## src/hw/rtl/ascii_integer_parser_macros.svh

```systemverilog
// Assertion macros for the integer parser.
// Both sample on clk and are disabled while rst_n is low.
`ifndef ASCII_INTEGER_PARSER_MACROS_SVH
`define ASCII_INTEGER_PARSER_MACROS_SVH

// Same-cycle implication.
`define AIP_ASSERT_IMP(label, ante, cons, msg) \
    label: assert property (@(posedge clk) disable iff (!rst_n) (ante) |-> (cons)) \
        else $error(msg);

// Next-cycle implication.
`define AIP_ASSERT_NXT(label, ante, cons, msg) \
    label: assert property (@(posedge clk) disable iff (!rst_n) (ante) |=> (cons)) \
        else $error(msg);

`endif

```

## src/hw/rtl/aip_pkg.sv

```systemverilog
package aip_pkg;

    localparam int DEFAULT_VALUE_BITS = 32;
    localparam int RESULT_BITS        = 32;
    localparam int CHAR_BITS          = 8;
    localparam int CNT_BITS           = 6;

    localparam logic [CNT_BITS-1:0] COUNT_MAX = 6'd63;

    // item kinds
    localparam logic CMD_CHAR = 1'b0;
    localparam logic CMD_END  = 1'b1;

    // parser phases
    localparam logic [2:0] PH_START = 3'd0;
    localparam logic [2:0] PH_SIGN  = 3'd1;
    localparam logic [2:0] PH_ZERO  = 3'd2;
    localparam logic [2:0] PH_DEC   = 3'd3;
    localparam logic [2:0] PH_HEX   = 3'd4;
    localparam logic [2:0] PH_BIN   = 3'd5;
    localparam logic [2:0] PH_ERR   = 3'd6;

    localparam logic [CHAR_BITS-1:0] CH_MINUS = 8'h2D;
    localparam logic [CHAR_BITS-1:0] CH_ZERO  = 8'h30;
    localparam logic [CHAR_BITS-1:0] CH_ONE   = 8'h31;
    localparam logic [CHAR_BITS-1:0] CH_NINE  = 8'h39;
    localparam logic [CHAR_BITS-1:0] CH_UA    = 8'h41;
    localparam logic [CHAR_BITS-1:0] CH_UB    = 8'h42;
    localparam logic [CHAR_BITS-1:0] CH_UF    = 8'h46;
    localparam logic [CHAR_BITS-1:0] CH_UX    = 8'h58;
    localparam logic [CHAR_BITS-1:0] CH_LA    = 8'h61;
    localparam logic [CHAR_BITS-1:0] CH_LB    = 8'h62;
    localparam logic [CHAR_BITS-1:0] CH_LF    = 8'h66;
    localparam logic [CHAR_BITS-1:0] CH_LX    = 8'h78;

    function automatic logic is_dec(input logic [CHAR_BITS-1:0] c);
        return (c >= CH_ZERO) && (c <= CH_NINE);
    endfunction

    // {invalid, nibble}: bit 4 set when c is no hex digit
    function automatic logic [4:0] hex_val(input logic [CHAR_BITS-1:0] c);
        logic [4:0] r;
        if (c >= CH_ZERO && c <= CH_NINE)
        begin
            r = {1'b0, c[3:0]};
        end
        else if (c >= CH_LA && c <= CH_LF)
        begin
            r = 5'(c - 8'h57);
        end
        else if (c >= CH_UA && c <= CH_UF)
        begin
            r = 5'(c - 8'h37);
        end
        else
        begin
            r = 5'd16;
        end
        return r;
    endfunction

endpackage

```

## src/hw/rtl/aip_in_if.sv

```systemverilog
interface aip_in_if;
    import aip_pkg::*;

    logic                 valid;
    logic                 ready;
    logic                 cmd;
    logic [CHAR_BITS-1:0] ch;

    modport source (output valid, output cmd, output ch, input ready);
    modport sink   (input valid, input cmd, input ch, output ready);
endinterface

```

## src/hw/rtl/aip_out_if.sv

```systemverilog
interface aip_out_if;
    import aip_pkg::*;

    logic                          valid;
    logic                          ready;
    logic signed [RESULT_BITS-1:0] value;
    logic                          ok;

    modport source (output valid, output value, output ok, input ready);
    modport sink   (input valid, input value, input ok, output ready);
endinterface

```

## src/hw/rtl/ascii_integer_parser.sv

```systemverilog
// Channel | Dir | Payload                  | Notes
// req     | in  | cmd[0], ch[7:0]          | cmd 0 = one character, 1 = end of string
// rsp     | out | value[31:0] signed, ok   | one item per end-of-string item
//
// Two register stages: an input register, then parser state plus result register.
// One character per cycle sustained; an end item goes through the input register, then loads the result register.
// Rate is set by the per-character state update (shift-add on the accumulator).
// rst_n (async, active low) clears both stage valids and the parser state.
// Character items never wait on rsp; an end item waits in the input register
// only while the result register is full and rsp.ready is low.
`include "ascii_integer_parser_macros.svh"

module ascii_integer_parser #(
    parameter int VALUE_BITS = aip_pkg::DEFAULT_VALUE_BITS
) (
    input  logic      clk,
    input  logic      rst_n,
    aip_in_if.sink    req,
    aip_out_if.source rsp
);
    import aip_pkg::*;

    localparam int HEX_MAX = VALUE_BITS / 4;
    localparam int BIN_MAX = VALUE_BITS;

    // input register
    logic                 s1_valid_reg, s1_valid_next;
    logic                 s1_cmd_reg;
    logic [CHAR_BITS-1:0] s1_ch_reg;

    // parser state
    logic [2:0]            phase_reg, phase_next;
    logic                  neg_reg, neg_next;
    logic [CNT_BITS-1:0]   count_reg, count_next;
    logic [VALUE_BITS-1:0] acc_reg, acc_next;

    // result register
    logic                          out_valid_reg, out_valid_next;
    logic signed [RESULT_BITS-1:0] value_reg, value_next;
    logic                          ok_reg, ok_next;

    logic                  s1_adv;
    logic                  take_in;
    logic                  load_out;
    logic [CNT_BITS-1:0]   count_inc;
    logic [VALUE_BITS-1:0] acc_dec;
    logic [4:0]            hex_k;
    logic                  ch_dec;
    logic                  good;
    logic signed [VALUE_BITS-1:0] signed_val;

    // stage 1 moves on unless it is an end item blocked by a full result register
    assign s1_adv   = s1_valid_reg &&
                      (s1_cmd_reg == CMD_CHAR || !out_valid_reg || rsp.ready);
    assign req.ready = !s1_valid_reg || s1_adv;
    assign take_in  = req.valid && req.ready;
    assign load_out = s1_adv && (s1_cmd_reg == CMD_END);

    assign s1_valid_next = take_in || (s1_valid_reg && !s1_adv);

    always_ff @(posedge clk or negedge rst_n)
    begin
        if (!rst_n)
        begin
            s1_valid_reg <= 1'b0;
        end
        else
        begin
            s1_valid_reg <= s1_valid_next;
        end
    end

    always_ff @(posedge clk)
    begin
        if (take_in)
        begin
            s1_cmd_reg <= req.cmd;
            s1_ch_reg  <= req.ch;
        end
    end

    // digit datapath
    assign ch_dec    = is_dec(s1_ch_reg);
    assign hex_k     = hex_val(s1_ch_reg);
    assign count_inc = (count_reg == COUNT_MAX) ? count_reg : count_reg + 1'b1;
    // acc * 10 + digit, wraps at VALUE_BITS
    assign acc_dec   = (acc_reg << 3) + (acc_reg << 1) + VALUE_BITS'(s1_ch_reg[3:0]);

    always_comb
    begin
        phase_next = phase_reg;
        neg_next   = neg_reg;
        count_next = count_reg;
        acc_next   = acc_reg;
        if (s1_adv && s1_cmd_reg == CMD_END)
        begin
            phase_next = PH_START;
            neg_next   = 1'b0;
            count_next = '0;
            acc_next   = '0;
        end
        else if (s1_adv)
        begin
            case (phase_reg)
                PH_START, PH_SIGN:
                begin
                    if (phase_reg == PH_START && s1_ch_reg == CH_MINUS)
                    begin
                        neg_next   = 1'b1;
                        phase_next = PH_SIGN;
                    end
                    else if (s1_ch_reg == CH_ZERO)
                    begin
                        acc_next   = '0;
                        count_next = CNT_BITS'(1);
                        phase_next = PH_ZERO;
                    end
                    else if (ch_dec)
                    begin
                        acc_next   = VALUE_BITS'(s1_ch_reg[3:0]);
                        count_next = CNT_BITS'(1);
                        phase_next = PH_DEC;
                    end
                    else
                    begin
                        phase_next = PH_ERR;
                    end
                end
                PH_ZERO:
                begin
                    if (s1_ch_reg == CH_LX || s1_ch_reg == CH_UX)
                    begin
                        acc_next   = '0;
                        count_next = '0;
                        phase_next = PH_HEX;
                    end
                    else if (s1_ch_reg == CH_LB || s1_ch_reg == CH_UB)
                    begin
                        acc_next   = '0;
                        count_next = '0;
                        phase_next = PH_BIN;
                    end
                    else if (ch_dec)
                    begin
                        acc_next   = acc_dec;
                        count_next = count_inc;
                        phase_next = PH_DEC;
                    end
                    else
                    begin
                        phase_next = PH_ERR;
                    end
                end
                PH_DEC:
                begin
                    if (ch_dec)
                    begin
                        acc_next   = acc_dec;
                        count_next = count_inc;
                    end
                    else
                    begin
                        phase_next = PH_ERR;
                    end
                end
                PH_HEX:
                begin
                    if (!hex_k[4])
                    begin
                        acc_next   = {acc_reg[VALUE_BITS-5:0], hex_k[3:0]};
                        count_next = count_inc;
                    end
                    else
                    begin
                        phase_next = PH_ERR;
                    end
                end
                PH_BIN:
                begin
                    if (s1_ch_reg == CH_ZERO || s1_ch_reg == CH_ONE)
                    begin
                        acc_next   = {acc_reg[VALUE_BITS-2:0], s1_ch_reg[0]};
                        count_next = count_inc;
                    end
                    else
                    begin
                        phase_next = PH_ERR;
                    end
                end
                default:
                begin
                    // error phase and the unused code stay in error
                    phase_next = PH_ERR;
                end
            endcase
        end
    end

    // end-of-string check and sign
    always_comb
    begin
        case (phase_reg)
            PH_ZERO, PH_DEC:
            begin
                good = 1'b1;
            end
            PH_HEX:
            begin
                good = (count_reg != '0) &&
                       ({1'b0, count_reg} <= (CNT_BITS + 1)'(HEX_MAX));
            end
            PH_BIN:
            begin
                good = (count_reg != '0) &&
                       (32'(count_reg) <= 32'(BIN_MAX));
            end
            default:
            begin
                good = 1'b0;
            end
        endcase
    end

    assign signed_val = neg_reg ? signed'(-acc_reg) : signed'(acc_reg);
    assign value_next = good ? RESULT_BITS'(signed_val) : '0;
    assign ok_next    = good;

    assign out_valid_next = load_out || (out_valid_reg && !rsp.ready);

    always_ff @(posedge clk or negedge rst_n)
    begin
        if (!rst_n)
        begin
            phase_reg     <= PH_START;
            neg_reg       <= 1'b0;
            count_reg     <= '0;
            acc_reg       <= '0;
            out_valid_reg <= 1'b0;
        end
        else
        begin
            phase_reg     <= phase_next;
            neg_reg       <= neg_next;
            count_reg     <= count_next;
            acc_reg       <= acc_next;
            out_valid_reg <= out_valid_next;
        end
    end

    always_ff @(posedge clk)
    begin
        if (load_out)
        begin
            value_reg <= value_next;
            ok_reg    <= ok_next;
        end
    end

    assign rsp.valid = out_valid_reg;
    assign rsp.value = value_reg;
    assign rsp.ok    = ok_reg;

    // checks
    `AIP_ASSERT_IMP(a_bad_is_zero, out_valid_reg && !ok_reg, value_reg == '0, "failed parse with nonzero value")
    `AIP_ASSERT_NXT(a_end_clears, load_out, phase_reg == PH_START && count_reg == '0 && !neg_reg, "state not cleared after end item")
    `AIP_ASSERT_IMP(a_start_clean, phase_reg == PH_START, acc_reg == '0 && !neg_reg, "start phase with stale state")
    `AIP_ASSERT_IMP(a_stall_cause, !req.ready, s1_valid_reg && s1_cmd_reg == CMD_END && out_valid_reg, "input stalled without a blocked end item")

endmodule

```

## src/flat_wrapper.sv

```systemverilog
// flat-port wrapper written by rule: the top's interface ports become plain ports
module ascii_integer_parser_flat import aip_pkg::*;
#(
    parameter int VALUE_BITS = aip_pkg::DEFAULT_VALUE_BITS
)
  (clk, rst_n, req_valid, req_cmd, req_ch, req_ready, rsp_valid, rsp_value, rsp_ok, rsp_ready);
  aip_in_if req_i ();
  aip_out_if rsp_i ();
  input  logic clk;
  input  logic rst_n;
  input wire logic [$bits(req_i.valid)-1:0] req_valid;
  input wire logic [$bits(req_i.cmd)-1:0] req_cmd;
  input wire logic [$bits(req_i.ch)-1:0] req_ch;
  output wire logic [$bits(req_i.ready)-1:0] req_ready;
  output wire logic [$bits(rsp_i.valid)-1:0] rsp_valid;
  output wire logic [$bits(rsp_i.value)-1:0] rsp_value;
  output wire logic [$bits(rsp_i.ok)-1:0] rsp_ok;
  input wire logic [$bits(rsp_i.ready)-1:0] rsp_ready;
  assign req_i.valid = req_valid;
  assign req_i.cmd = req_cmd;
  assign req_i.ch = req_ch;
  assign req_ready = req_i.ready;
  assign rsp_valid = rsp_i.valid;
  assign rsp_value = rsp_i.value;
  assign rsp_ok = rsp_i.ok;
  assign rsp_i.ready = rsp_ready;
  ascii_integer_parser #(.VALUE_BITS(VALUE_BITS)) u_core (.clk(clk), .rst_n(rst_n), .req(req_i), .rsp(rsp_i));
endmodule
```

## config.mk

```make
export PLATFORM = sky130hd
export DESIGN_NAME = ascii_integer_parser_flat
export DESIGN_NICKNAME = d
export VERILOG_FILES = /design/src/hw/rtl/aip_pkg.sv /design/src/hw/rtl/aip_in_if.sv /design/src/hw/rtl/aip_out_if.sv /design/src/hw/rtl/ascii_integer_parser.sv /design/src/flat_wrapper.sv
export VERILOG_INCLUDE_DIRS = /design/src /design/src/hw/rtl
export SDC_FILE = /design/constraint.sdc
export NUM_CORES = 1
export LEC_CHECK = 0
export BUFFER_PORTS_ARGS = -buffer_cell sky130_fd_sc_hd__buf_4
export CAP_MARGIN = 30
export CORE_UTILIZATION = 55
export DETAILED_ROUTE_END_ITERATION = 6
export HOLD_SLACK_MARGIN = 0.06
export PLACE_DENSITY = 0.74
export SYNTH_ARGS = -nofsm -noshare
export SYNTH_HDL_FRONTEND = slang
export SYNTH_SLANG_ARGS = --single-unit
```

## constraint.sdc

```tcl
create_clock -name clk -period 9.1 [get_ports clk]
set_clock_uncertainty 0.05 [all_clocks]
set_input_delay 1.365 -clock clk [delete_from_list [all_inputs] [get_ports clk]]
set_output_delay 1.365 -clock clk [all_outputs]
set_load 0.1 [all_outputs]
```

==> out/metrics.csv <==
stage;metric;value;unit
floorplanning;FP Rows;40;
sta;worst slew pin tran;0.844;ns
route;highest metal layer with signal wires;met4;
critical_path;CP endpoint kind;flip-flop;
logic_synthesis;Synth Flop Type;dfrtp_1;
critical_path;Reg2Reg Setup Slack;5.20;ns
logic_synthesis;Synth Instances;784;
logic_synthesis;asr flop ratio synth;0.512;
power;Static Leak;3.47;nW
critical_path;WP data required;9.29;ns
route;WL/cell;18.6;um
clocking;clk_lat worst skew;0.35;ns
logic_synthesis;ranking of synthesized cells by instance count;nor2_1, ha_1, nand2_1;
sta;RSZ-0062 raised after global routing;no;
logic_synthesis;Post-Synthesis Cell Area;7040;um^2
sta;Max Fclk;256;MHz
route;remaining routing DRC violations;0;
critical_path;FF-to-FF End;u_core.acc_reg[30];
global_routing;total track usage;0.292;
critical_path;CP Depth;12;
route;initial DRC count;551;
sta;Slew HR;0.438;
floorplanning;Die Y;115;um
power;pwr/cell area;165;nW/um^2
logic_synthesis;Netlist cell types;74;
logic_synthesis;Net Count, Synth;868;
sta;Hold WS;0.472;ns
sta;final setup vio count;0;
logic_synthesis;Mapped Avg Cell Area;8.98;um^2
route;met1 wire length;8.69;mm
clocking;CTS tree;yes;
route;DRT antenna net count;0;
sta;Hold Vio Cnt, Final;0;
logic_synthesis;count leader, synth;nor2_1;
critical_path;beginning of the critical path;u_core.s1_ch_reg[3];
power;maximum vdd drop;114;uV
route;met2 WL;7.97;mm
global_routing;initial antenna violation count;0;
placed_design;Detailed Place HPWL;13.5;mm
logic_synthesis;Synth area leaders;edfxtp_1, dfrtp_1, ha_1;
critical_path;crit path max fanout;11;
route;Routed WL;18.3;mm
clocking;CTS-repair resized insts;0;
floorplanning;I/O pin cnt;48;
critical_path;Worst path slowest cell;edfxtp_1;
clocking;CTS H-tree depth;3;
cells_and_area;Non-Filler Instances;984;
route;routed wl met3;1.31;mm
clocking;hold-fix buffers at CTS;0;
logic_synthesis;Synth top area share;0.179;
critical_path;critical path class;flip-flop to flip-flop;
critical_path;Startpoint Class;flip-flop;
critical_path;Critical Path Max Stage Delay;0.56;ns
critical_path;crit-path leading delay family;compound AO/OA/AOI/OAI gates;
global_routing;first-pass GRT wire length;30.1;mm
logic_synthesis;#FFs+latches synth;86;
route;router iterations before antenna repair;5;
clocking;cts bufs inserted;9;
critical_path;RR Startpoint;u_core.s1_ch_reg[3];
global_routing;largest net degree at the start of global routing;45;
floorplanning;die area;13300;um^2
cells_and_area;share of layout cells above drive strength 1;0.110;
floorplanning;Die Wd;115;um
cells_and_area;# nets final;895;
critical_path;CP bufs+invs;2;
cells_and_area;area delta synth->final;11.9;%
clocking;root buffer cell;clkbuf_16;
clocking;CTS clk-pin slew, worst paths;0.06;ns
global_routing;grt total ovfl;0;
critical_path;crit path cell chain;inv_1, fa_1, inv_1, fa_1, a21o_1, a31oi_1, o221a_2, o221ai_1, a211oi_1, mux2i_1, a211oi_1, a21o_1;
route;Vias;6302;
placed_design;dpl cells;967;
logic_synthesis;Synth area leader;edfxtp_1;
clocking;CTS max path bufs;2;
clocking;number of setup buffers added after CTS;0;
logic_synthesis;post-synthesis sequential area ratio;0.335;
cells_and_area;post-layout util;0.643;
route;drt via density;6.40;
sta;final worst path period share;0.429;
run;MaxCap Viol Count;0;
clocking;Clock Sinks;86;
critical_path;CP endpoint;u_core.acc_reg[30];
critical_path;depth of the most critical reg-to-reg path;12;
cells_and_area;number of diodes;0;
floorplanning;Initial Util;0.574;
sta;crit path time final;3.90;ns
logic_synthesis;number of synthesized flops with an enable pin;42;
hold_path;Worst Hold Class;flip-flop to flip-flop;
logic_synthesis;synth warn;0;
floorplanning;Core Footprint;12300;um^2
placed_design;I/O Buffers;47;
status;outcome;completed;
critical_path;critical path arrival;4.09;ns
sta;post-route setup TNS;0;ns
sta;Final Slew Violations;0;
placed_design;GP Congestion;0.965;
global_routing;vias in the first global route;5790;
==> stage by stage <==
step                power (mW)  area, um^2  worst slack [ns]
global placement         0.897        7490              5.35
finish                    1.30        7880              5.20
CTS                       1.30        7850              5.25
detailed placement       0.907        7540              5.26
floorplan                0.804        7040              5.32
global route              1.37        7880              5.07
==> final cells by class <==
cell class,count,area (um^2)
multi-input cells,633,4430
repair buffers,55,460
well taps,168,210
flip-flops and latches,86,2360
fillers,1015,4380
inverters,26,97.6
clock inverters,5,83.8
clock buffers,11,233
==> layout by cell type, fill, tap and decap left out, types with 9 or more instances in the layout <==
cell,instances
inv_1,25
o31ai_1,13
a21o_1,19
a22oi_1,11
nand2_1,67
a222oi_1,17
o21ai_1,10
nor2_1,79
o21ai_0,62
or3_1,11
nand3_1,15
clkbuf_16,9
buf_4,52
xor2_1,40
xnor2_1,16
ha_1,69
edfxtp_1,42
a21oi_1,59
dfrtp_1,44
==> metal layers <==
| metal | vias up | GRT usage |
|---|---|---|
| met5 | - | 0 |
| met4 | 0 | 0.0909 |
| met3 | 32 | 0.0438 |
| met2 | 258 | 0.443 |
| met1 | 3008 | 0.427 |
| li1 | 3004 | - |
==> cells by family after synthesis <==
family	Yosys count	share of synthesized area
and+or+nand+nor	236	0.165
muxes	6	0.00853
AOI/OAI and AO/OA	264	0.257
buffers and inverters	65	0.0359
adders and majority gates	71	0.128
DFF	86	0.335
xor gates and xnor gates	56	0.0696
==> how the worst min path moves through the flow <==
| stage | from | to | slack, ns | cells after the start |
|---|---|---|---|---|
| floorplan | u_core.acc_reg[31] | u_core.acc_reg[31] | 0.43 | 2 |
| global placement | u_core.acc_reg[31] | u_core.acc_reg[31] | 0.45 | 2 |
| detailed placement | u_core.acc_reg[31] | u_core.acc_reg[31] | 0.46 | 2 |
| CTS | u_core.acc_reg[31] | u_core.acc_reg[31] | 0.48 | 2 |
| global route | u_core.count_reg[2] | u_core.count_reg[2] | 0.52 | 1 |
| finish | u_core.acc_reg[31] | u_core.acc_reg[31] | 0.47 | 2 |
==> tightest hold or removal path, delay by kind of cell (launching register included) <==
| family | cells | cell delay [ns] |
|---|---|---|
| flip-flops | 1 | 0.36 |
| AO/OA/AOI/OAI | 2 | 0.13 |
==> power by group <==
part / internal [mW] / total, mW / leakage, nW / switching (mW)
Combinational: 0.139 / 0.442 / 2.32 / 0.303
Clock: 0.241 / 0.390 / 0.146 / 0.149
Sequential: 0.434 / 0.470 / 1.01 / 0.0363
No activity file was read; power rests on OpenSTA's default activity.
